### src/hw/rtl/uvs_pkg.sv
// Shared types and constants of the UV-sphere vertex and index generator.
`timescale 1ns / 1ps
`default_nettype none
package uvs_pkg;

    localparam int CNT_W        = 9;
    localparam int IDX_W        = 17;
    localparam int PH_W         = 20;
    localparam int DIV_Q_W      = 22;
    localparam int SIN_LAT      = 8;
    localparam int QUEUE_DEPTH  = 4;
    localparam int CFG_IDX_W    = 8;
    localparam int S_TDATA_W    = 24;
    localparam int M_TDATA_W    = 176;

    localparam int MAX_SLICES_DEF = 256;
    localparam int MAX_STACKS_DEF = 256;

    localparam logic [CNT_W-1:0] SLICE_RESET = 9'd16;
    localparam logic [CNT_W-1:0] STACK_RESET = 9'd16;

    localparam logic [CFG_IDX_W-1:0] REG_SLICE_COUNT = 8'd0;
    localparam logic [CFG_IDX_W-1:0] REG_STACK_COUNT = 8'd1;

    localparam logic [PH_W-1:0] QUARTER = 20'h40000;

    // Q30 odd polynomial for sine over one quarter turn
    localparam logic [30:0] SIN_A9 = 31'd172271;
    localparam logic [30:0] SIN_COEF [4] = '{31'd5026996, 31'd85569306,
                                             31'd693598669, 31'd1686629713};

    typedef struct packed {
        logic             quad;
        logic [CNT_W-1:0] ring;
        logic [CNT_W-1:0] col;
        logic [IDX_W-1:0] idx0;
        logic [IDX_W-1:0] idx2;
    } item_t;

    typedef struct packed {
        logic               quad;
        logic [IDX_W-1:0]   idx0;
        logic [IDX_W-1:0]   idx2;
        logic signed [14:0] pos_x;
        logic signed [14:0] pos_y;
        logic signed [14:0] pos_z;
        logic signed [15:0] norm_x;
        logic signed [15:0] norm_y;
        logic signed [15:0] norm_z;
        logic [14:0]        tex_u;
        logic [14:0]        tex_v;
        logic signed [15:0] tan_x;
        logic signed [15:0] tan_z;
    } vtx_t;

    // result word as it stands on m_tdata, top field first
    typedef struct packed {
        logic [3:0]         pad;
        logic [IDX_W-1:0]   vertex_index;
        logic signed [15:0] tan_z;
        logic signed [15:0] tan_x;
        logic [14:0]        tex_v;
        logic [14:0]        tex_u;
        logic signed [15:0] norm_z;
        logic signed [15:0] norm_y;
        logic signed [15:0] norm_x;
        logic signed [14:0] pos_z;
        logic signed [14:0] pos_y;
        logic signed [14:0] pos_x;
    } out_word_t;

endpackage
`default_nettype wire

### src/hw/rtl/uvs_emit.sv
// Result sequencer: one result per vertex item, six index results per quad item.
`timescale 1ns / 1ps
`default_nettype none
module uvs_emit (
    input  logic                            aclk,
    input  logic                            aresetn,
    input  logic                            in_valid,
    output logic                            in_ready,
    input  uvs_pkg::vtx_t                   in_res,
    output logic                            m_tvalid,
    input  logic                            m_tready,
    output logic [uvs_pkg::M_TDATA_W-1:0]   m_tdata,
    output logic                            m_tlast
);
    localparam logic [2:0] LAST_K = 3'd5;

    logic busy_reg;
    logic [2:0] k_reg;
    uvs_pkg::vtx_t res_reg;
    uvs_pkg::out_word_t w;
    logic last_now;
    logic [uvs_pkg::IDX_W-1:0] i1, i3;

    assign last_now = !res_reg.quad || (k_reg == LAST_K);
    assign in_ready = !busy_reg || (m_tready && last_now);

    always_ff @(posedge aclk) begin
        if (!aresetn) begin
            busy_reg <= 1'b0;
            k_reg    <= '0;
        end else if (in_ready) begin
            busy_reg <= in_valid;
            k_reg    <= '0;
        end else if (m_tready) begin
            k_reg <= k_reg + 3'd1;
        end
    end

    always_ff @(posedge aclk) begin
        if (in_ready && in_valid) res_reg <= in_res;
    end

    assign i1 = res_reg.idx0 + 17'd1;
    assign i3 = res_reg.idx2 + 17'd1;

    always_comb begin
        w = '0;
        if (!res_reg.quad) begin
            w.pos_x        = res_reg.pos_x;
            w.pos_y        = res_reg.pos_y;
            w.pos_z        = res_reg.pos_z;
            w.norm_x       = res_reg.norm_x;
            w.norm_y       = res_reg.norm_y;
            w.norm_z       = res_reg.norm_z;
            w.tex_u        = res_reg.tex_u;
            w.tex_v        = res_reg.tex_v;
            w.tan_x        = res_reg.tan_x;
            w.tan_z        = res_reg.tan_z;
            w.vertex_index = res_reg.idx0;
        end else begin
            // corners i0 i1 i2 i2 i1 i3
            case (k_reg)
                3'd0:    w.vertex_index = res_reg.idx0;
                3'd1:    w.vertex_index = i1;
                3'd2:    w.vertex_index = res_reg.idx2;
                3'd3:    w.vertex_index = res_reg.idx2;
                3'd4:    w.vertex_index = i1;
                default: w.vertex_index = i3;
            endcase
        end
    end

    assign m_tvalid = busy_reg;
    assign m_tdata  = w;
    assign m_tlast  = last_now;
endmodule
`default_nettype wire

### config.mk
export PLATFORM = sky130hd
export DESIGN_NAME = uvs_emit
export DESIGN_NICKNAME = d
export VERILOG_FILES = /design/src/hw/rtl/uvs_pkg.sv /design/src/hw/rtl/uvs_emit.sv
export SDC_FILE = /design/constraint.sdc
export NUM_CORES = 1
export LEC_CHECK = 0
export BUFFER_PORTS_ARGS = -buffer_cell sky130_fd_sc_hd__buf_2
export CORE_AREA = 2 2 146 148
export DETAILED_ROUTE_END_ITERATION = 6
export DIE_AREA = 0 0 148 150
export PLACE_DENSITY_LB_ADDON = 0.05
export SYNTH_ARGS = -nofsm -noshare
export SYNTH_HDL_FRONTEND = slang
export SYNTH_SLANG_ARGS = --single-unit
### constraint.sdc
create_clock -name aclk -period 11.6 [get_ports aclk]
set_clock_uncertainty 0.05 [all_clocks]
set_input_delay 1.74 -clock aclk [delete_from_list [all_inputs] [get_ports aclk]]
set_output_delay 1.74 -clock aclk [all_outputs]
set_load 0.02 [all_outputs]
Word-level counts from Yosys, hierarchy flattened

Index checks and enable logic that the tools add are counted.

Equality and inequality tests: 5
Add/sub/neg operators: 3
Mux-type cells: 3
Reduce and logical (&&, ||, !) cells: 10
Bitwise gates (word level): 1

Operators with widths:

| kind                  | count |
|---|---|
| $mux 155              | 1 |
| $pmux 17 s3           | 1 |
| $add 17x1->17 const B | 2 |
| $mux 17               | 1 |
| $eq 3x2->1 const B    | 2 |
| $eq 3x3->1 const B    | 2 |
| $reduce_or 2->1       | 3 |
| $add 3x1->3 const B   | 1 |
| $eq 3x1->1 const B    | 1 |
| $logic_not 3->1       | 1 |
| $logic_and 1x1->1     | 2 |
| $logic_not 1->1       | 2 |
| $logic_or 1x1->1      | 2 |
| $not 1->1             | 1 |

Logic and storage cells: 37
Register bits after elaboration: 194
Input port bits: 194
Output and inout bits: 179

Depth between registers and ports, before layout

Depth after elaboration: 5
Mapped depth: 12
Mapped depth without buffers: 11

Worst setup path before layout

Ideal clock, no wire load.

Kind: input -> register
Start point: input port m_tready
End point: register res_reg[0] (netlist name), enable pin
Setup time: 761 ps
Stages on the path: 2
Data required time: 10,789 ps
Buffers on the path: 0
Arrival: 10,196 ps
Setup slack: 593 ps
Cell sequence: a21boi_0 > nor2b_1

Cells in the longest elaborated chain, start to end: 3

Ends and longest elaborated chain:

| item                 | line           | text |
|---|---|---|
| from (decl)          | uvs_emit.sv:11 | `input logic m_tready,` |
| $logic_and 1x1->1    | uvs_emit.sv:25 | `assign in_ready = !busy_reg \|\| (m_tready && last_now);` |
| $logic_or 1x1->1     | uvs_emit.sv:25 |  |
| $logic_and 1x1->1    | uvs_emit.sv:40 | `if (in_ready && in_valid) res_reg <= in_res;` |
| to (signal assigned) | uvs_emit.sv:40 |  |
| to (decl)            | uvs_emit.sv:19 | `uvs_pkg::vtx_t res_reg;` |

Every way passes these cells.
A chain may end at the register's enable or synchronous reset.

Worst setup path in the final report

Start point: register k_reg[0]
End point: output port m_tdata[171] (netlist name)

Cells in the longest elaborated chain, start to end: 4
Elaborated cells on any way between the ends: 9
Those cells by class: eq/ne (4); mux (2); reduce/logical (3)

Ends and longest elaborated chain:

| item                               | line           | text |
|---|---|---|
| from (decl)                        | uvs_emit.sv:18 | `logic [2:0] k_reg;` |
| from (signal assigned)             | uvs_emit.sv:35 | `k_reg <= k_reg + 3'd1;` |
| $eq 3x3->1 (tied with other cells) | uvs_emit.sv:62 | `case (k_reg)` |
| $reduce_or 2->1 (no line)          | n/a            |  |
| $pmux 17 s3 *                      | uvs_emit.sv:62 |  |
| $mux 17 *                          | uvs_emit.sv:48 | `if (!res_reg.quad) begin` |
| to (decl)                          | uvs_emit.sv:12 | `output logic [uvs_pkg::M_TDATA_W-1:0] m_tdata,` |

Mark *: on every way between the ends. The rest lies on a longest branch, timed or not.

==> results.yml <==
grt:
  track_usage: 0.194
  grt_pass1_wl_mm: 32.6
  grt_max_degree: 107
  antenna_found_initial: 6
  grt_pass1_vias: 5989
  grt_overflow_total: 0
die:
  rows: 53
  coreArea_um2: 20700
  die_area_um2: 22200
  die_x_um: 148
  initial_core_util: 0.397
  num_io_pins: 373
  fp.dieH_um: 150
route:
  drc: 0
  first_iter_violations: 330
  wirelength_mm: 21.9
  ant_nets: 0
  vias_per_cell: 4.76
  firstDrtPassIters: 5
  wl_per_cell_um: 17.8
  vias: 5844
hold_path:
  hold_path_end: "k_reg[1]"
  hold_depth: 2
  min_path_type: "reg2reg"
  min-delay-start: "k_reg[1]"
synth:
  synth_simple_gate_area_share: 0.167
  synthFlopType: "edfxtp_1"
  ys_warn_count: 0
  syn_inst: 571
  yosys.area_share.xor_xnor: 0.00747
  ys_async_sr_fraction: 0
  syn_avg_cell_area_um2: 14.4
  synth_fa_ha_area_frac: 0.0122
  synthMuxAreaShare: 0.0321
  synth_edf_count: 190
  ys_seq_area_frac: 0.705
  synth-seq-cells: 194
  synth_compound_area_frac: 0.0547
  netlist-cell-type-count: 51
  synth_top_family_by_area: "simple AND/OR/NAND/NOR gates"
  syn_area_um2: 8210
critical_path:
  required_ns: 9.81
  startpoint_type: "flip-flop"
  crit_arrival_ns: 3.93
  ff2ff_setup_slack_ns: 8.35
  worst_r2r_startpoint: "res_reg[189]"
  r2r-end: "res_reg[36]"
  critPathMaxFanout: 18
  critPathKind: "reg2out"
  endpoint_kind: "output pin"
  r2r_cells: 6
sta:
  fin_crit_ns: 5.72
  finalSetupViolCount: 0
  rsz0062_at_grt: "false"
  final-hold-violation-count: 0
  fin_ws_ns: 5.88
  timing.fmax_ghz: 0.175
  final.period_utilization: 0.493
  worstMarginPinSlew_ns: 1.07
  fin_setup_tns_ns: 0
  slew_violations: 0
  worst_slew_margin_rel: 0.286
final_layout:
  largest_register_ffs: 190
  final_cell_mix: "368 x buf_2, 190 x edfxtp_1, 157 x nor2b_1"
  fin_nets: 1137
  drive_gt1_frac: 0.437
  final_common_cell: "buf_2"
  area_growth_pct: 33.3
  fin_util: 0.529
placed_design:
  dpl.hpwl_mm: 16.3
  post-place-ws_ns: 6.37
  portBuffers: 368
  gp_congestion: 0.837
clock_network:
  cts_resized: 0
  worstSkewPairLatency_ns: 0.42
  clock_sinks: 194
  holdBufCountCts: 0
  ctsLongestPathBuffers: 2
  cts-buffers-inserted: 17
  cts_setup_buffers: 0
  cts_root_buf: "clkbuf_16"
  clkTransAtPathRegs_ns: 0.07
  cts_tree: "built"
  htree_levels: 4
run_status:
  outcome: "complete, no violations"
pwr:
  power_density_nw_per_um2: 150
  ir_worst_vdd_uv: 85.0
  power_leakage_nw: 4.67
run:
  cap_viol_max_count: 0
-- cell families (layout without fill, tap and decap cells) --
family,count (synthesis),count (layout)
buffers and inverters,40,414
AO/OA/AOI/OAI,63,63
AND/OR/NAND/NOR,234,234
other,1,8
multiplexers,24,24
XOR/XNOR,7,7
flip-flops,194,194
adder cells (fa/ha/maj),8,8
-- routing by layer --
metal | part of all wire | routed length, um | vias up | global-route usage
met5 | 0.0011 | 24 | - | 0
met4 | 0.031 | 670 | 4 | 0.0862
met3 | 0.082 | 1800 | 42 | 0.0698
met2 | 0.51 | 11200 | 262 | 0.332
met1 | 0.37 | 8150 | 2732 | 0.219
li1 | - | - | 2804 | -
-- synthesized netlist by cell type, types with 3 or more instances --
master,number,share of area
nor2b_1,158,0.12
inv_1,8,0.0037
o31a_1,3,0.0032
nor3_1,6,0.0037
xnor2_1,6,0.0064
o211ai_1,3,0.0027
nand4_1,4,0.0030
nand3_1,7,0.0043
mux2i_1,16,0.020
buf_4,4,0.0037
a22oi_1,10,0.0091
o21ai_0,12,0.0073
clkbuf_1,26,0.012
nand2_1,20,0.0091
o21ai_1,7,0.0043
nor2_1,15,0.0069
a21oi_1,4,0.0024
nor4_1,4,0.0030
ha_1,8,0.012
or4_1,3,0.0027
or3_1,3,0.0023
mux2_2,5,0.0069
edfxtp_1,190,0.69
dfxtp_1,4,0.0098
and3_1,6,0.0046
a22o_1,6,0.0064
-- worst max-delay path: stages, from the launching register on --
cell	delay (ns)
dfxtp_1	0.41
inv_1	0.11
ha_1	0.28
mux2i_4	0.53
mux2i_1	0.22
inv_1	0.09
ha_1	0.23
nand4_1	0.19
nor3_1	0.39
o21ai_1	0.18
nor3_1	0.30
mux2_1	0.39
buf_2	0.17
-- stage by stage --
| stage | cell area [um^2] | hold WS (ns) | power (W) | instances |
|---|---|---|---|---|
| finish | 10900 | 0.523 | 0.00164 | 1227 |
| global route | 10900 | 0.547 | 0.00171 | 1226 |
| CTS | 10900 | 0.530 | 0.00166 | 1223 |
| detailed placement | 10300 | 0.520 | 0.00106 | 1191 |
| global placement | 10300 | 0.489 | 0.00105 | 1191 |
| floorplan | 8220 | 0.464 | 0.000976 | 574 |
-- power by group --
part	leakage [nW]	switching, W	total [W]	internal, W
Sequential	1.86	0.0000143	0.000834	0.000820
Combinational	2.51	0.000127	0.000203	0.0000763
Clock	0.300	0.000302	0.000601	0.000300
-- area by class of cell --
cell class	instances	area, um^2
clock inverters	14	193
diodes	4	10.0
fillers	1844	9750
flip-flops and latches	194	5790
well taps	275	344
inverters	8	30.0
multi-input cells	340	2260
repair buffers	374	1890
clock buffers	18	429
-- worst max-delay path by stage --
stage | to | depth (start not counted) | slack, ns | from
after CTS | m_tdata[171] | 12 | 5.91 | k_reg[0]
final | m_tdata[171] | 12 | 5.88 | k_reg[0]
after detailed placement | m_tdata[171] | 12 | 6.37 | k_reg[0]
after global routing | m_tdata[171] | 12 | 5.64 | k_reg[0]
after global placement | m_tdata[171] | 12 | 6.49 | k_reg[0]
after floorplan | res_reg[0] | 2 | 0.59 | m_tready
Note: power is estimated with default switching activity, not from simulation.
