--- src/hw/rtl/uvs_pkg.sv ---
// Shared types and constants of the UV-sphere vertex and index generator.
`timescale 1ns / 1ps
`default_nettype none
package uvs_pkg;

    localparam int CNT_W        = 9;
    localparam int IDX_W        = 17;
    localparam int PH_W         = 20;
    localparam int DIV_Q_W      = 22;
    localparam int SIN_LAT      = 8;
    localparam int QUEUE_DEPTH  = 4;
    localparam int CFG_IDX_W    = 8;
    localparam int S_TDATA_W    = 24;
    localparam int M_TDATA_W    = 176;

    localparam int MAX_SLICES_DEF = 256;
    localparam int MAX_STACKS_DEF = 256;

    localparam logic [CNT_W-1:0] SLICE_RESET = 9'd16;
    localparam logic [CNT_W-1:0] STACK_RESET = 9'd16;

    localparam logic [CFG_IDX_W-1:0] REG_SLICE_COUNT = 8'd0;
    localparam logic [CFG_IDX_W-1:0] REG_STACK_COUNT = 8'd1;

    localparam logic [PH_W-1:0] QUARTER = 20'h40000;

    // Q30 odd polynomial for sine over one quarter turn
    localparam logic [30:0] SIN_A9 = 31'd172271;
    localparam logic [30:0] SIN_COEF [4] = '{31'd5026996, 31'd85569306,
                                             31'd693598669, 31'd1686629713};

    typedef struct packed {
        logic             quad;
        logic [CNT_W-1:0] ring;
        logic [CNT_W-1:0] col;
        logic [IDX_W-1:0] idx0;
        logic [IDX_W-1:0] idx2;
    } item_t;

    typedef struct packed {
        logic               quad;
        logic [IDX_W-1:0]   idx0;
        logic [IDX_W-1:0]   idx2;
        logic signed [14:0] pos_x;
        logic signed [14:0] pos_y;
        logic signed [14:0] pos_z;
        logic signed [15:0] norm_x;
        logic signed [15:0] norm_y;
        logic signed [15:0] norm_z;
        logic [14:0]        tex_u;
        logic [14:0]        tex_v;
        logic signed [15:0] tan_x;
        logic signed [15:0] tan_z;
    } vtx_t;

    // result word as it stands on m_tdata, top field first
    typedef struct packed {
        logic [3:0]         pad;
        logic [IDX_W-1:0]   vertex_index;
        logic signed [15:0] tan_z;
        logic signed [15:0] tan_x;
        logic [14:0]        tex_v;
        logic [14:0]        tex_u;
        logic signed [15:0] norm_z;
        logic signed [15:0] norm_y;
        logic signed [15:0] norm_x;
        logic signed [14:0] pos_z;
        logic signed [14:0] pos_y;
        logic signed [14:0] pos_x;
    } out_word_t;

endpackage
`default_nettype wire

--- src/hw/rtl/uvs_front.sv ---
// Front end: count registers, input clamping and vertex index computation.
`timescale 1ns / 1ps
`default_nettype none
module uvs_front #(
    parameter int MAX_SLICES = uvs_pkg::MAX_SLICES_DEF,
    parameter int MAX_STACKS = uvs_pkg::MAX_STACKS_DEF
) (
    input  logic                           aclk,
    input  logic                           aresetn,
    input  logic                           s_valid,
    output logic                           s_ready,
    input  logic                           s_quad,
    input  logic [uvs_pkg::CNT_W-1:0]      s_ring,
    input  logic [uvs_pkg::CNT_W-1:0]      s_col,
    input  logic                           cfg_valid,
    output logic                           cfg_ready,
    input  logic [uvs_pkg::CFG_IDX_W-1:0]  cfg_index,
    input  logic [uvs_pkg::CNT_W-1:0]      cfg_data,
    input  logic                           q_full,
    output logic                           q_push,
    output uvs_pkg::item_t                 q_item,
    output logic [uvs_pkg::CNT_W-1:0]      sl,
    output logic [uvs_pkg::CNT_W-1:0]      st
);
    localparam logic [10:0] SL_HI = 11'(MAX_SLICES);
    localparam logic [10:0] ST_HI = 11'(MAX_STACKS);
    localparam logic [10:0] SL_LO = 11'd3;
    localparam logic [10:0] ST_LO = 11'd2;

    logic [uvs_pkg::CNT_W-1:0] slice_count_reg, stack_count_reg;
    logic [10:0] sl_w, st_w;
    logic [uvs_pkg::CNT_W-1:0] ring_lim, col_lim, ring_c, col_c;
    logic [9:0]  row;
    logic [18:0] prod;
    logic [uvs_pkg::IDX_W-1:0] idx0;

    always_ff @(posedge aclk) begin
        if (!aresetn) begin
            slice_count_reg <= uvs_pkg::SLICE_RESET;
            stack_count_reg <= uvs_pkg::STACK_RESET;
        end else if (cfg_valid) begin
            case (cfg_index)
                uvs_pkg::REG_SLICE_COUNT: slice_count_reg <= cfg_data;
                uvs_pkg::REG_STACK_COUNT: stack_count_reg <= cfg_data;
                default: ;
            endcase
        end
    end

    always_comb begin
        sl_w = {2'b00, slice_count_reg};
        if (sl_w < SL_LO) sl_w = SL_LO;
        else if (sl_w > SL_HI) sl_w = SL_HI;
        st_w = {2'b00, stack_count_reg};
        if (st_w < ST_LO) st_w = ST_LO;
        else if (st_w > ST_HI) st_w = ST_HI;
    end

    assign sl = sl_w[uvs_pkg::CNT_W-1:0];
    assign st = st_w[uvs_pkg::CNT_W-1:0];

    // quads stop one short of the far edge
    assign ring_lim = s_quad ? st - 9'd1 : st;
    assign col_lim  = s_quad ? sl - 9'd1 : sl;
    assign ring_c   = (s_ring > ring_lim) ? ring_lim : s_ring;
    assign col_c    = (s_col > col_lim) ? col_lim : s_col;
    assign row      = {1'b0, sl} + 10'd1;
    assign prod     = ring_c * row;
    assign idx0     = 17'(prod + 19'(col_c));

    assign q_item.quad = s_quad;
    assign q_item.ring = ring_c;
    assign q_item.col  = col_c;
    assign q_item.idx0 = idx0;
    assign q_item.idx2 = 17'(idx0 + 17'(row));

    assign s_ready   = !q_full;
    assign q_push    = s_valid && !q_full;
    assign cfg_ready = 1'b1;
endmodule
`default_nettype wire

--- config.mk ---
export PLATFORM = sky130hd
export DESIGN_NAME = uvs_front
export DESIGN_NICKNAME = d
export VERILOG_FILES = /design/src/hw/rtl/uvs_pkg.sv /design/src/hw/rtl/uvs_front.sv
export SDC_FILE = /design/constraint.sdc
export NUM_CORES = 1
export LEC_CHECK = 0
export ABC_AREA = 1
export BUFFER_PORTS_ARGS = -buffer_cell sky130_fd_sc_hd__buf_2
export CAP_MARGIN = 20
export CORE_MARGIN = 1.5
export CORE_UTILIZATION = 50
export CTS_CLUSTER_SIZE = 25
export DETAILED_ROUTE_END_ITERATION = 8
export PLACE_DENSITY = 0.74
export SYNTH_ARGS = -nofsm -noshare
export SYNTH_HDL_FRONTEND = slang
export SYNTH_SLANG_ARGS = --single-unit
--- constraint.sdc ---
create_clock -name aclk -period 41.1 [get_ports aclk]
set_input_delay 10.275 -clock aclk [delete_from_list [all_inputs] [get_ports aclk]]
set_output_delay 10.275 -clock aclk [all_outputs]
set_load 0.05 [all_outputs]
# ---- After elaboration in Yosys (flattened, before gate mapping)
# Cells that the tools add are included.
dict set report word_totals {
  input_bits 41
  regBits 18
  output_inout_bits 74
  elab_cells 28
}
dict set report classes {
  n_mux 8
  mul 1
  n_reduce_logical 5
  n_lt_le_gt_ge 6
  eq_ne 1
  add_sub_neg 5
}
# cell count
set op_table {}
lappend op_table {{two-way mux 9 bit} 8}
lappend op_table {{> comparator 9 bit} 2}
lappend op_table {{> comparator 9 bit, second input constant} 2}
lappend op_table {{< comparator 9 x 2 -> 1 bit, second input constant} 2}
lappend op_table {{subtractor 9 x 1 -> 9 bit, second input constant} 2}
lappend op_table {{adder 17 x 10 -> 17 bit} 1}
lappend op_table {{adder 17 x 9 -> 17 bit} 1}
lappend op_table {{multiplier 9 x 10 -> 17 bit} 1}
lappend op_table {{adder 9 x 1 -> 10 bit, second input constant} 1}
lappend op_table {{equality test 8 x 1 -> 1 bit, second input constant} 1}
lappend op_table {{logical NOT 8 bit} 1}
lappend op_table {{AND reduction 2 bit} 2}
lappend op_table {{logical AND 1 bit} 1}
lappend op_table {{logical NOT 1 bit} 1}

# ---- Logic depth before layout (Yosys ltp)
dict set report depth {
  ltp_word 10
  ltp_mapped 53
}

# ---- Worst setup path after synthesis
# OpenSTA, ideal clock, no wires.
dict set report synth_path {
  path_kind {input -> output}
  startpoint {input s_quad}
  endpoint {output q_item[14] in the netlist's numbering}
  stages 36
  required_time_ns 30.825
  n_path_buf 1
  arrival_ns 18.920
  path_slack_ns 11.905
  path_cell_list {nand2_1 inv_1 nand2_1 nor2_2 nand4_1 and2_1 ha_1 nand2_1 or4_1 nand2_2 inv_1 buf_4 o21ai_4 inv_2 nor2_1 fa_1 fa_1 inv_1 fa_1 fa_1 fa_1 inv_1 ha_1 nand2_1 o21ai_0 a21oi_1 xnor2_1 ha_1 inv_1 nor3_1 nand3_1 nand4_1 nand3_1 nor3b_1 nand2_1 xnor2_1}
}
# element line
set synth_rtl {}
lappend synth_rtl {{start, declared} uvs_front.sv:12} ;# input logic s_quad,
lappend synth_rtl {{end, declared} uvs_front.sv:21} ;# output uvs_pkg::item_t q_item,

==> impl_metrics.json <==
{
  "root_buffer": "clkbuf_16",
  "use_met1_pct": 32.52,
  "worst_pin_slew_ns": 0.5908,
  "antenna_found_initial": 0,
  "register_area_um2": 360.3,
  "crit_fanout": 14,
  "yosysTopAreaCellShare_pct": 21.74,
  "numPortBuffers": 113,
  "rrSetupSlack_ns": 40.31,
  "worstSetupPathType": "in -> out",
  "synth_top_family_by_area": "adder cells",
  "powerDensity_nw_per_um2": 43.82,
  "avgViaCountPerCell": 5.177,
  "cts.path.max_buffers": 2,
  "synth_compound_area_share_pct": 10.81,
  "hold_end": "slice_count_reg[5]$_SDFFE_PN0P_",
  "n_fill_cell": 1084,
  "gp_congestion": 0.9247,
  "synth-main-ff-cell": "dfxtp_1",
  "crit_buf_inv": 10,
  "cp_slowest_cell": "fa_1",
  "reg2regPathDepth": 2,
  "gr-total-overflow": 0,
  "slew_headroom_pct": 60.33,
  "tns_ns": 0,
  "die_h_um": 109.8,
  "final_nets": 1099,
  "start_kind": "input pin",
  "design_area_um2": 6502,
  "yosys.area_share.simple_pct": 24.77,
  "post-route-period-util_pct": 70.14,
  "synth_top_area_cell": "fa_1",
  "grtUsageMet3_pct": 2.786,
  "use_met2_pct": 42.59,
  "grt-busiest-layer": "met2",
  "worstPathArrival_ns": 18.55,
  "multi_input_area_um2": 4676,
  "min_period_ns": 28.83,
  "clk_latency_ns": 0.24,
  "cts_resized": 0,
  "required_ns": 30.83,
  "grt_pass1_vias": 5329,
  "synth_xor_xnor_area_share_pct": 7.124,
  "path_common_cell": "inv_1",
  "hold_buffers": 0,
  "irDropWorstVdd_mv": 0.1146,
  "dieArea_um2": 12070,
  "p_leak_uw": 0.003654,
  "worstSetupStartpoint": "s_quad",
  "max_stage_delay_ns": 0.56,
  "fmax_mhz": 34.69,
  "postSynthCellCount": 802,
  "first_pass_iters": 5,
  "ant_nets": 0,
  "htreeDepth": 1,
  "clock-sinks": 18,
  "cts_buffers": 3,
  "placed_cell_area_um2": 6427,
  "start_util_pct": 51.97,
  "final_util_pct": 59.20,
  "route.vias.total": 5472,
  "timing.hold.ws_ns": 0.4714,
  "post-dp-hpwl_um": 12550,
  "layout_commonest_cell": "inv_1",
  "pin_count": 115,
  "finalClockSkew_ns": 0,
  "cts_tree": "done",
  "rsz0062_at_grt": "no",
  "setup-violations-final": 0,
  "grt_util_all_layers_pct": 24.68,
  "hold_path.class": "reg -> reg",
  "synth_enable_flop_cells": 0,
  "run_status": "complete, no violations",
  "drive_gt1_share_pct": 18.87,
  "yosysWarnings": 0,
  "wl_per_cell_um": 13.40,
  "syn_area_per_cell_um2": 7.117,
  "drc": 0,
  "synthAdderAreaFrac_pct": 38.62,
  "drt_iter0_drc": 394,
  "ys_seq_elements": 18,
  "min_from": "slice_count_reg[5]$_SDFFE_PN0P_",
  "critPathTopFamily": "adder cells",
  "grt_pass1_wl_um": 23560,
  "slew_viol_final": 0,
  "end_kind": "output port",
  "post_cts_buffers": 0,
  "synth.area.mux_share_pct": 0,
  "path_clk_slew_ns": 0.05,
  "hold_viol_final": 0,
  "ys_types": 45,
  "synth_area_um2": 5708,
  "grt_max_degree": 19,
  "die_w_um": 109.8,
  "timing.rr.start": "slice_count_reg[8]$_SDFFE_PN0P_",
  "cap_violations": 0,
  "core_um2": 10980,
  "min_path_cells": 2,
  "area_growth_syn_to_layout_pct": 13.92,
  "async_flop_share_pct": 0,
  "final_cell_mix": "inv_1, nand2_1, buf_2",
  "rr_endpoint": "slice_count_reg[8]$_SDFFE_PN0P_",
  "antenna_cells": 0,
  "yosys-top-cells-area": "fa_1, ha_1, inv_1, nand2_1, dfxtp_1",
  "wl_um": 14160,
  "rows": 38,
  "seq_area_frac_synth_pct": 6.313
}
-- per-layer routing --
metal / routed length [um] / up-vias
met1: 6349 / 2504
met3: 973 / 32
li1: - / 2740
met4: 346 / 0
met2: 6494 / 196
met5: 0 / -
-- power breakdown --
group          switching (uW)  internal (uW)  leakage, uW
sequential             0.0378           17.5     0.000145
combinational             185           63.9      0.00347
clock                    5.77           12.8    0.0000370
-- tightest hold or removal path: stages (launching register included) --
cell	delay, ns
dfxtp_1	0.32
inv_1	0.05
a21oi_1	0.05
-- synthesized netlist by cell type (2+ instances only) --
cell and count:
a21o_1 5, a21oi_1 38, a21oi_2 2, a31oi_1 2, buf_4 3, clkbuf_1 4
clkinv_1 2, conb_1 2, dfxtp_1 18, fa_1 62, ha_1 77, inv_1 156
inv_2 12, inv_4 2, nand2_1 137, nand2_2 3, nand3_1 35, nand3_2 2
nand3b_1 3, nand4_1 9, nand4_2 2, nor2_1 91, nor2_2 13, nor3_1 6
nor3_2 4, o211ai_1 3, o21ai_0 35, o21ai_1 5, o21ai_2 3, o21ai_4 4
o21bai_1 3, o31ai_1 2, or2_2 4, or4_1 2, xnor2_1 17, xor2_1 22
xor2_2 4
-- cells by family (layout without fill, tap and decap cells) --
| logic type | after synthesis | count (layout) |
|---|---|---|
| other cells | 2 | 9 |
| xor+xnor | 43 | 43 |
| compound gates | 103 | 103 |
| simple gates | 317 | 317 |
| flops | 18 | 18 |
| fa+ha+maj | 139 | 139 |
| buf+inv | 180 | 288 |
-- stage by stage --
step           setup slack, ns  cells  power [uW]
2_1_floorplan            11.91    809       217.2
3_3_place_gp             12.49   1054       263.9
3_5_place_dp             12.31   1054       266.0
4_1_cts                  12.29   1057       285.4
5_1_grt                  11.55   1057       309.2
6_report                 12.27   1057       285.0
-- how the worst max path moves through the flow --
stage                            end  slack [ns]  cells after the start
final                     q_item[16]       12.27                     41
after global routing      q_item[16]       11.55                     44
after CTS                 q_item[16]       12.29                     41
after detailed placement  q_item[16]       12.31                     41
after global placement    q_item[16]       12.49                     43
after floorplan           q_item[14]       11.91                     36
-- cell type report --
type	instances	share of cell area, %
well taps	140	2.694
inverters	172	10.01
multi-input cells	611	71.91
repair buffers	113	8.697
flip-flops and latches	18	5.542
clock buffers	3	1.155
No activity file was read; power rests on OpenSTA's default activity.
