--- config.mk ---
export PLATFORM = sky130hd
export DESIGN_NAME = uvs_fifo
export DESIGN_NICKNAME = d
export VERILOG_FILES = /design/src/hw/rtl/uvs_pkg.sv /design/src/hw/rtl/uvs_fifo.sv
export SDC_FILE = /design/constraint.sdc
export NUM_CORES = 1
export LEC_CHECK = 0
export ABC_AREA = 1
export BUFFER_PORTS_ARGS = -buffer_cell sky130_fd_sc_hd__buf_2
export CELL_PAD_IN_SITES_DETAIL_PLACEMENT = 1
export CELL_PAD_IN_SITES_GLOBAL_PLACEMENT = 2
export CORE_UTILIZATION = 40
export CTS_CLUSTER_SIZE = 8
export DETAILED_ROUTE_END_ITERATION = 6
export PLACE_DENSITY_LB_ADDON = 0.1
export SKIP_CTS_REPAIR_TIMING = 1
export SLEW_MARGIN = 5
export SYNTH_ARGS = -nofsm -noshare
export SYNTH_HDL_FRONTEND = slang
export SYNTH_SLANG_ARGS = --single-unit
--- constraint.sdc ---
create_clock -name aclk -period 4.2 [get_ports aclk]
set_input_delay 0.84 -clock aclk [delete_from_list [all_inputs] [get_ports aclk]]
set_output_delay 0.84 -clock aclk [all_outputs]
set_load 0.1 [all_outputs]
--- src/hw/rtl/uvs_pkg.sv ---
// Shared types and constants of the UV-sphere vertex and index generator.
`timescale 1ns / 1ps
`default_nettype none
package uvs_pkg;

    localparam int CNT_W        = 9;
    localparam int IDX_W        = 17;
    localparam int PH_W         = 20;
    localparam int DIV_Q_W      = 22;
    localparam int SIN_LAT      = 8;
    localparam int QUEUE_DEPTH  = 4;
    localparam int CFG_IDX_W    = 8;
    localparam int S_TDATA_W    = 24;
    localparam int M_TDATA_W    = 176;

    localparam int MAX_SLICES_DEF = 256;
    localparam int MAX_STACKS_DEF = 256;

    localparam logic [CNT_W-1:0] SLICE_RESET = 9'd16;
    localparam logic [CNT_W-1:0] STACK_RESET = 9'd16;

    localparam logic [CFG_IDX_W-1:0] REG_SLICE_COUNT = 8'd0;
    localparam logic [CFG_IDX_W-1:0] REG_STACK_COUNT = 8'd1;

    localparam logic [PH_W-1:0] QUARTER = 20'h40000;

    // Q30 odd polynomial for sine over one quarter turn
    localparam logic [30:0] SIN_A9 = 31'd172271;
    localparam logic [30:0] SIN_COEF [4] = '{31'd5026996, 31'd85569306,
                                             31'd693598669, 31'd1686629713};

    typedef struct packed {
        logic             quad;
        logic [CNT_W-1:0] ring;
        logic [CNT_W-1:0] col;
        logic [IDX_W-1:0] idx0;
        logic [IDX_W-1:0] idx2;
    } item_t;

    typedef struct packed {
        logic               quad;
        logic [IDX_W-1:0]   idx0;
        logic [IDX_W-1:0]   idx2;
        logic signed [14:0] pos_x;
        logic signed [14:0] pos_y;
        logic signed [14:0] pos_z;
        logic signed [15:0] norm_x;
        logic signed [15:0] norm_y;
        logic signed [15:0] norm_z;
        logic [14:0]        tex_u;
        logic [14:0]        tex_v;
        logic signed [15:0] tan_x;
        logic signed [15:0] tan_z;
    } vtx_t;

    // result word as it stands on m_tdata, top field first
    typedef struct packed {
        logic [3:0]         pad;
        logic [IDX_W-1:0]   vertex_index;
        logic signed [15:0] tan_z;
        logic signed [15:0] tan_x;
        logic [14:0]        tex_v;
        logic [14:0]        tex_u;
        logic signed [15:0] norm_z;
        logic signed [15:0] norm_y;
        logic signed [15:0] norm_x;
        logic signed [14:0] pos_z;
        logic signed [14:0] pos_y;
        logic signed [14:0] pos_x;
    } out_word_t;

endpackage
`default_nettype wire

--- src/hw/rtl/uvs_fifo.sv ---
// Short item queue between the front end and the arithmetic pipeline.
`timescale 1ns / 1ps
`default_nettype none
module uvs_fifo #(
    parameter int DEPTH = uvs_pkg::QUEUE_DEPTH
) (
    input  logic           aclk,
    input  logic           aresetn,
    input  logic           wr_valid,
    output logic           full,
    input  uvs_pkg::item_t wr_item,
    output logic           rd_valid,
    input  logic           rd_ready,
    output uvs_pkg::item_t rd_item
);
    localparam int AW = $clog2(DEPTH);

    uvs_pkg::item_t mem_reg [DEPTH];
    logic [AW-1:0] wp_reg, rp_reg;
    logic [AW:0]   cnt_reg;
    logic wr, rd;

    assign full     = cnt_reg == (AW+1)'(DEPTH);
    assign rd_valid = cnt_reg != '0;
    assign rd_item  = mem_reg[rp_reg];
    assign wr       = wr_valid && !full;
    assign rd       = rd_valid && rd_ready;

    always_ff @(posedge aclk) begin
        if (!aresetn) begin
            wp_reg  <= '0;
            rp_reg  <= '0;
            cnt_reg <= '0;
        end else begin
            if (wr) wp_reg <= (wp_reg == AW'(DEPTH-1)) ? '0 : wp_reg + 1'b1;
            if (rd) rp_reg <= (rp_reg == AW'(DEPTH-1)) ? '0 : rp_reg + 1'b1;
            if (wr && !rd) cnt_reg <= cnt_reg + 1'b1;
            else if (rd && !wr) cnt_reg <= cnt_reg - 1'b1;
        end
    end

    always_ff @(posedge aclk) begin
        if (wr) mem_reg[wp_reg] <= wr_item;
    end
endmodule
`default_nettype wire

# After elaboration in Yosys (flattened, before gate mapping)
# Memories as Yosys holds them, arrays and structs flattened. A register that Yosys moved wholly into a read port is not among the register bits.
# Index checks and enable logic that the tools add are counted.
classes:
  n_addsub: 4
  mul: 0
  div_mod_pow: 0
  n_lt_le_gt_ge: 0
  eq_ne: 3
  shifts: 0
  muxes: 8
  bitwise: 0
  reduce_logical: 9
ops:
  columns: ["op", "n"]
  rows:
  - ["$mux W2", 4]
  - ["$mux W3", 2]
  - ["$add A2 B1 Y2 const B", 2]
  - ["$eq A2 B2 Y1 const B", 2]
  - ["$logic_and A1 B1 Y1", 4]
  - ["$add A3 B1 Y3 const B", 1]
  - ["$eq A3 B3 Y1 const B", 1]
  - ["$logic_not A1 Y1", 3]
  - ["$reduce_bool A3 Y1", 1]
  - ["$sub A3 B1 Y3 const B", 1]
  - ["$mux W1", 2]
  - ["$reduce_bool A2 Y1", 1]
word_totals:
  register_bits: 7
  latch_bits: 0
  ramBits: 212
  romBits: 0
  input_bits: 57
  output_inout_bits: 55
  word_cells: 28
  mem_count: 1
mem_list:
  columns: ["name", "depth", "word_bits", "read_ports", "rd_ports_with_merged_regs", "write_ports", "line", "source"]
  rows:
  - ["mem_reg", 4, 53, 1, 1, 1, "uvs_fifo.sv:18", "uvs_pkg::item_t mem_reg [DEPTH];"]

# Logic depth before layout (Yosys ltp)
# Gate-level depths: netlist (run 1).
logic_depth:
  depth_word: 7
  ltp_mapped: 13
  mapped_depth_nobuf: 13

# Worst setup path after synthesis (run 1)
# Ideal clock, no wire load.
synth_path:
  path_kind: "input -> register"
  from: "input port wr_valid"
  to: "memory mem_reg[0][0] (netlist bit) (enable)"
  setup_ns: 0.464
  arrival_ns: 3.206
  required_ns: 3.736
  slack_ns: 0.530
  cell_stages: 2
  path_buffers: 0
  path_cell_list: "nand2_1 > nor2_1"
synth_via:
  elab_chain_cells: 3
synth_rtl:
  columns: ["item", "line", "source"]
  rows:
  - ["start, declared", "uvs_fifo.sv:9", "input logic wr_valid,"]
  - ["$logic_and A1 B1 Y1", "uvs_fifo.sv:26", "assign wr = wr_valid && !full;"]
  - ["$mux W1", "uvs_fifo.sv:43", "if (wr) mem_reg[wp_reg] <= wr_item;"]
  - ["$mux W1 (not written as such)", "uvs_fifo.sv:43", null]
  - ["end, declared", "uvs_fifo.sv:18", null]
# No other way between the ends.

==> results.cfg, run 1 <==
[global_routing]
grt_pass1_wl_mm = 29.82
antenna_found_initial = 0
grt_pass1_vias = 5658
grt_usage_pct = 17.93
grt_max_degree = 107
grt_overflow = 0

[synth]
postSynthAreaPerCell_sq_um = 14.61
yosys.area_share.simple_pct = 6.880
ys_ff_latch = 221
yosysUniqueCellTypes = 23
synthMuxAreaShare_pct = 0
syn-cell-area_sq_um = 8529
synthCells = 584
yosysSeqAreaShare_pct = 76.75
synth_top_family_by_area = compound AO/OA/AOI/OAI gates
synth_xor_area_share_pct = 0
synth-adder-area-share_pct = 1.115
ys_warn_count = 0
synth-compound-area-share_pct = 11.81
syn-num-nets = 648

[clocking]
cts_tree = yes
worstSkewPairLatency_ps = 540
clkTransAtPathRegs_ps = 50
cts_buffers = 31
cts_buffer_depth = 3
clockRootBuffer = clkbuf_16
cts.sinks = 221
htreeDepth = 1

[routing]
via_per_inst = 5.143
drt-total-wl_mm = 19.30
routedWlPerCell_um = 19.46
drtAntennaViolNets = 0
drtIter0Drc = 209
num_vias = 5102
firstDrtPassIters = 4
drc = 0

[run]
drv_cap = 0

[timing]
setup_violations = 0
rsz0062_at_grt = no
slew_viol_final = 0
hold_viol_final = 0
post-route-period-util_pct = 87.09
fin_tns_setup_ps = 0
fmax_mhz = 273.4
period_needed_ps = 3658
slew-limit-headroom_pct = 41.50
hold_slack_ps = 507.0
skew_ps = 9.874
worstMarginPinSlew_ps = 877.5
timing.final.ws_setup_ps = 542.1

[worst_setup_path]
rrSetupSlack_ps = 1940
criticalPathCategory = register to primary output
startpoint_type = register
crit_path_max_fanout = 55
worstSetupEndpointType = primary output
worstPathArrival_ps = 2820
cp.required_ps = 3360

[cells_and_area]
diodes = 0
nets = 769
mostFrequentLayoutCell = edfxtp_1
syn2layout_area_growth_pct = 19.33
fin_cells = 992
mostFrequentLayoutCells = edfxtp_1 (212), buf_2 (111), nor2_1 (99)
largest_reg_flops = 212
drive_gt1_share_pct = 28.03

[place]
post-place-ws_ps = 1055
hpwl_mm = 10.68
gp_congestion = 0.6805
port_buffers = 111
dp.cells = 947

[floorplanning]
io_pins = 112
die_h_um = 148.0
core_area_sq_um = 20960
start_util_pct = 40.70
die_w_um = 148.0
die_area_sq_um = 21910
rows = 53

[run_status]
outcome = complete, no violations

[worst_hold_path]
hold_path_class = register to register
-- worst paths after layout --
| kind | start | to | depth (start not counted) |
|---|---|---|---|
| worst min register to register | cnt_reg[0] | cnt_reg[0] | 2 |
| worst max-delay path | register | rd_item[17] | 4 |
| worst max register to register | cnt_reg[1] | mem_reg[1][42] | 5 |
| worst min-delay path | cnt_reg[0] | cnt_reg[0] | 2 |
-- final cells by class --
cell class / instances / area, sq um
Inverter: 18 / 72.57
Clock buffer: 44 / 824.5
Clock inverter: 1 / 3.754
Timing Repair Buffer: 122 / 663.1
Tap cell: 275 / 344.1
Sequential cell: 221 / 6551
Fill cell: 2132 / 10780
Multi-Input combinational cell: 311 / 1719
-- metrics by stage --
step           util (%)  instance area (sq um)
2_1_floorplan         -                   8529
3_3_place_gp      44.62                   9350
3_5_place_dp      44.62                   9350
4_1_cts           48.57                  10180
5_1_grt           48.57                  10180
6_report          48.57                  10180
-- worst max-delay path: stages (launching register included) --
cell and delay [ps]:
dfxtp_4 710, buf_4 600, o21ai_0 190, o22ai_1 270
buf_2 490
-- Yosys cell counts --
cell type / n / area share, %
a21oi_1: 2 / 0.12
o21ai_0: 98 / 5.8
dfxtp_1: 9 / 2.1
buf_6: 4 / 0.53
inv_1: 16 / 0.70
nor2_1: 103 / 4.5
o22ai_1: 33 / 2.4
buf_2: 18 / 1.1
nand3_1: 1 / 0.059
inv_2: 1 / 0.044
nand3b_1: 1 / 0.088
clkbuf_1: 3 / 0.13
buf_8: 3 / 0.53
clkbuf_2: 6 / 0.35
edfxtp_1: 212 / 75
ha_1: 6 / 0.88
nand2_1: 15 / 0.66
inv_6: 1 / 0.10
o21ai_1: 10 / 0.59
fa_1: 1 / 0.23
o22ai_2: 20 / 2.9
nor2_2: 20 / 1.5
nand4_1: 1 / 0.073
-- routing by layer --
metal	share of wire, %	vias to the layer above	track usage, %	wire [um]
li1	-	2406	-	-
met2	51	119	31.41	9779
met4	0.92	0	4.897	178
met1	43	2564	22.21	8349
met5	0	-	0	0
met3	5.2	13	4.074	996
-- cells by family (layout without fill, tap and decap cells) --
group                      after synthesis  in the layout
buffers and inverters                   52            185
AOI/OAI and AO/OA                      163            163
and+or+nand+nor                        141            141
adders and majority gates                7              7
DFF                                    221            221
Power of run 1 is not shown: default switching activity piles up to over one toggle a cycle in this logic, so the estimate is an artifact.
==> inputs of run 2 (changes only) <==
==> constraint.sdc (replaced) <==
create_clock -name aclk -period 4.2 [get_ports aclk]
set_input_delay 0.42 -clock aclk [delete_from_list [all_inputs] [get_ports aclk]]
set_output_delay 0.42 -clock aclk [all_outputs]
set_load 0.1 [all_outputs]
==> results.cfg, run 2 (same netlist as run 1, synthesis figures left out) <==
[timing]
slew_viol_final = 0
hold_viol_final = 0
timing.final.ws_setup_ps = 979.9
rsz0062_at_grt = no
worstMarginPinSlew_ps = 1061
post-route-period-util_pct = 76.67
fin_tns_setup_ps = 0
hold_slack_ps = 105.0
skew_ps = 9.719
slew-limit-headroom_pct = 29.14
setup_violations = 0
fmax_mhz = 310.6
period_needed_ps = 3220

[cells_and_area]
nets = 766
largest_reg_flops = 212
syn2layout_area_growth_pct = 18.75
mostFrequentLayoutCell = edfxtp_1
drive_gt1_share_pct = 27.91
mostFrequentLayoutCells = edfxtp_1 (212), buf_2 (111), nor2_1 (99)
diodes = 0

[global_routing]
grt_usage_pct = 17.69
grt_pass1_wl_mm = 29.77
grt_max_degree = 107
grt_pass1_vias = 5511
grt_overflow = 0
antenna_found_initial = 3

[worst_setup_path]
worstSetupEndpointType = primary output
worstPathArrival_ps = 2800
cp.required_ps = 3780
cp_slowest_cell = buf_4
path_cells = buf_4, o21ai_0, o22ai_1, buf_2
criticalPathCategory = register to primary output
reg2reg_from = cnt_reg[0]
crit_path_max_fanout = 73
cp_slowest_stage_delay_ps = 680
startpoint_type = register

[worst_hold_path]
hold_path_class = input pin to register
hp-start = wr_item[10]

[run_status]
outcome = complete, no violations

[routing]
via_per_inst = 5.186
drt-total-wl_mm = 19.18
routedWlPerCell_um = 19.41
firstDrtPassIters = 4
drtIter0Drc = 256
drc = 0
num_vias = 5124
drtAntennaViolNets = 0

[place]
gp_congestion = 0.6888
hpwl_mm = 10.55
post-place-ws_ps = 1495
port_buffers = 111

[floorplanning]
die_h_um = 148.0
rows = 53
io_pins = 112
start_util_pct = 40.70
die_area_sq_um = 21910
core_area_sq_um = 20960
die_w_um = 148.0

[clocking]
clockRootBuffer = clkbuf_16
htreeDepth = 1
cts_buffer_depth = 3
cts_tree = yes
cts.sinks = 221
worstSkewPairLatency_ps = 520
cts_buffers = 31
clkTransAtPathRegs_ps = 50

[run]
drv_cap = 0
## run 2: cell count changes in the layout (fill, tap and decap cells not counted), sizes merged
cell	previous run	this run
buf	122	119
clkbuf	44	43
## run 2: cell type report
type	instances	area [sq um]
Clock buffer	43	820.8
Clock inverter	1	5.005
Fill cell	2135	10830
Inverter	18	72.57
Multi-Input combinational cell	311	1719
Sequential cell	221	6551
Tap cell	275	344.1
Timing Repair Buffer	119	615.6
## run 2: final timing paths
path | endpoint | slack (ps) | cells past startpoint
worst max-delay path | rd_item[33] | 980 | 4
worst max register to register | mem_reg[0][43] | 1750 | 5
worst min-delay path | mem_reg[2][10] | 110 | 1
worst min register to register | cnt_reg[1] | 530 | 2
## run 2: critical path: cells and delay by family (launching register included)
kind	cells	cell delay, ps
compound gates	2	500
flops	1	580
buf+inv	2	1170
## run 2: routing by layer
metal | global-route usage [%] | share of wire, % | vias to the layer above | wire (um)
met3 | 4.321 | 5.3 | 25 | 1015
li1 | - | - | 2400 | -
met5 | 0 | 0.18 | - | 34
met1 | 22.39 | 43 | 2581 | 8321
met4 | 4.381 | 1.2 | 6 | 231
met2 | 30.40 | 50 | 112 | 9575
## run 2: metrics by stage
stage | cell area [sq um] | cells | util, %
floorplan | 8529 | 584 | -
global placement | 9303 | 944 | 44.39
CTS | 10130 | 988 | 48.33
detailed placement | 9303 | 944 | 44.39
global route | 10130 | 988 | 48.33
finish | 10130 | 988 | 48.33
Power of run 2 is left out for the same reason.
==> inputs of run 3 (changes only) <==
clock period = 3.3 ns   (was 4.2 ns; I/O delays follow)
==> results.cfg, run 3 (same netlist as run 1, synthesis figures left out) <==
[run_status]
outcome = complete, no violations

[worst_setup_path]
ff2ff_path_depth = 9
cp_slowest_stage_delay_ps = 580
rrSetupSlack_ps = 1110
criticalPathCategory = register to primary output
critical_path.top_delay_family = buffers and inverters
cp_slowest_cell = inv_6
reg2reg_from = cnt_reg[1]
cp.required_ps = 2970
r2r-end = cnt_reg[1]
path_cells = inv_6, buf_4, o21ai_0, o22ai_2, buf_2
crit_path_max_fanout = 101
startpoint_type = register
worstSetupEndpointType = primary output
path_depth = 5
worstPathArrival_ps = 2580
critPathBufInv = 3

[timing]
hold_viol_final = 0
rsz0062_at_grt = no
fmax_mhz = 343.8
setup_violations = 0
worstMarginPinSlew_ps = 824.0
skew_ps = 11.65
timing.final.ws_setup_ps = 391.4
slew-limit-headroom_pct = 45.07
slew_viol_final = 0
period_needed_ps = 2909
post-route-period-util_pct = 88.14

[worst_hold_path]
holdPathEnd = mem_reg[0][20]
hold_path_class = input pin to register
whs_path_depth = 1
hp-start = wr_item[20]

[cells_and_area]
fillerInstances = 2137
mostFrequentLayoutCells = edfxtp_1 (212), buf_2 (111), nor2_1 (99)
largest_reg_flops = 212
nets = 802
syn2layout_area_growth_pct = 24.51
mostFrequentLayoutCell = edfxtp_1
drive_gt1_share_pct = 26.47
fin_cells = 1040

[global_routing]
antenna_found_initial = 1
grt_max_degree = 102
grt_pass1_vias = 5463
grt_overflow = 0
grt_usage_pct = 17.79
grt_pass1_wl_mm = 29.56

[floorplanning]
rows = 53
die_w_um = 148.0
io_pins = 112
die_h_um = 148.0
start_util_pct = 40.70
die_area_sq_um = 21910
core_area_sq_um = 20960

[place]
dp.cells = 946
gp_congestion = 0.6984
port_buffers = 111
post-place-ws_ps = 920.7
hpwl_mm = 10.97

[routing]
drtIter0Drc = 211
routedWlPerCell_um = 18.71
drtAntennaViolNets = 0
num_vias = 5284
drc = 0
via_per_inst = 5.081
firstDrtPassIters = 4
drt-total-wl_mm = 19.46

[clocking]
worstSkewPairLatency_ps = 550
cts_buffer_depth = 3
clockRootBuffer = clkbuf_16
clkTransAtPathRegs_ps = 50
cts_buffers = 31
cts_tree = yes
htreeDepth = 1
cts.sinks = 221

[run]
drv_cap = 0
[run 3: cell types whose count changed in the layout (fill, tap and decap cells not counted)]
cell	before	now
clkbuf_1	12	25
buf_12	0	5
inv_16	0	1
diode_2	0	2
dlygate4sd3_1	0	34
buf_4	8	5
[run 3: routing by layer]
| metal | global-route usage (%) | part of all wire (%) | wire [um] | vias up |
|---|---|---|---|---|
| met5 | 0 | 0 | 0 | - |
| met4 | 5.464 | 1.7 | 329 | 0 |
| met3 | 4.074 | 4.9 | 948 | 29 |
| met2 | 30.12 | 49 | 9518 | 117 |
| met1 | 22.70 | 45 | 8663 | 2654 |
| li1 | - | - | - | 2484 |
[run 3: metrics by stage]
stage / hold WS [ps] / utilization (%) / instance area [sq um] / setup TNS [ps]
floorplan: 428.9 / - / 8529 / -13330
global placement: 497.8 / 44.76 / 9380 / 0
detailed placement: 520.9 / 44.76 / 9380 / 0
CTS: -37.71 / 49.03 / 10270 / 0
global route: 0.1217 / 50.67 / 10620 / 0
finish: 2.876 / 50.68 / 10620 / 0
[run 3: layout make-up]
| class | instances | area [sq um] | area share (%) |
|---|---|---|---|
| sequential | 221 | 6551 | 61.69 |
| clock inverter | 2 | 25.02 | 0.2356 |
| inverter | 18 | 72.57 | 0.6833 |
| timing repair buffer | 155 | 1033 | 9.731 |
| clock buffer | 56 | 869.6 | 8.188 |
| antenna | 2 | 5.005 | 0.04713 |
| tap | 275 | 344.1 | 3.240 |
| multi-input combinational | 311 | 1719 | 16.19 |
[run 3: worst max path at each step]
stage	slack, ps	from	to
2_1_floorplan	-60	cnt_reg[1]	mem_reg[0][0]
3_3_place_gp	1000	register	rd_item[42]
3_5_place_dp	920	register	rd_item[42]
4_1_cts	340	register	rd_item[42]
5_1_grt	240	register	rd_item[42]
6_report	390	register	rd_item[42]
Power of run 3 is left out for the same reason.
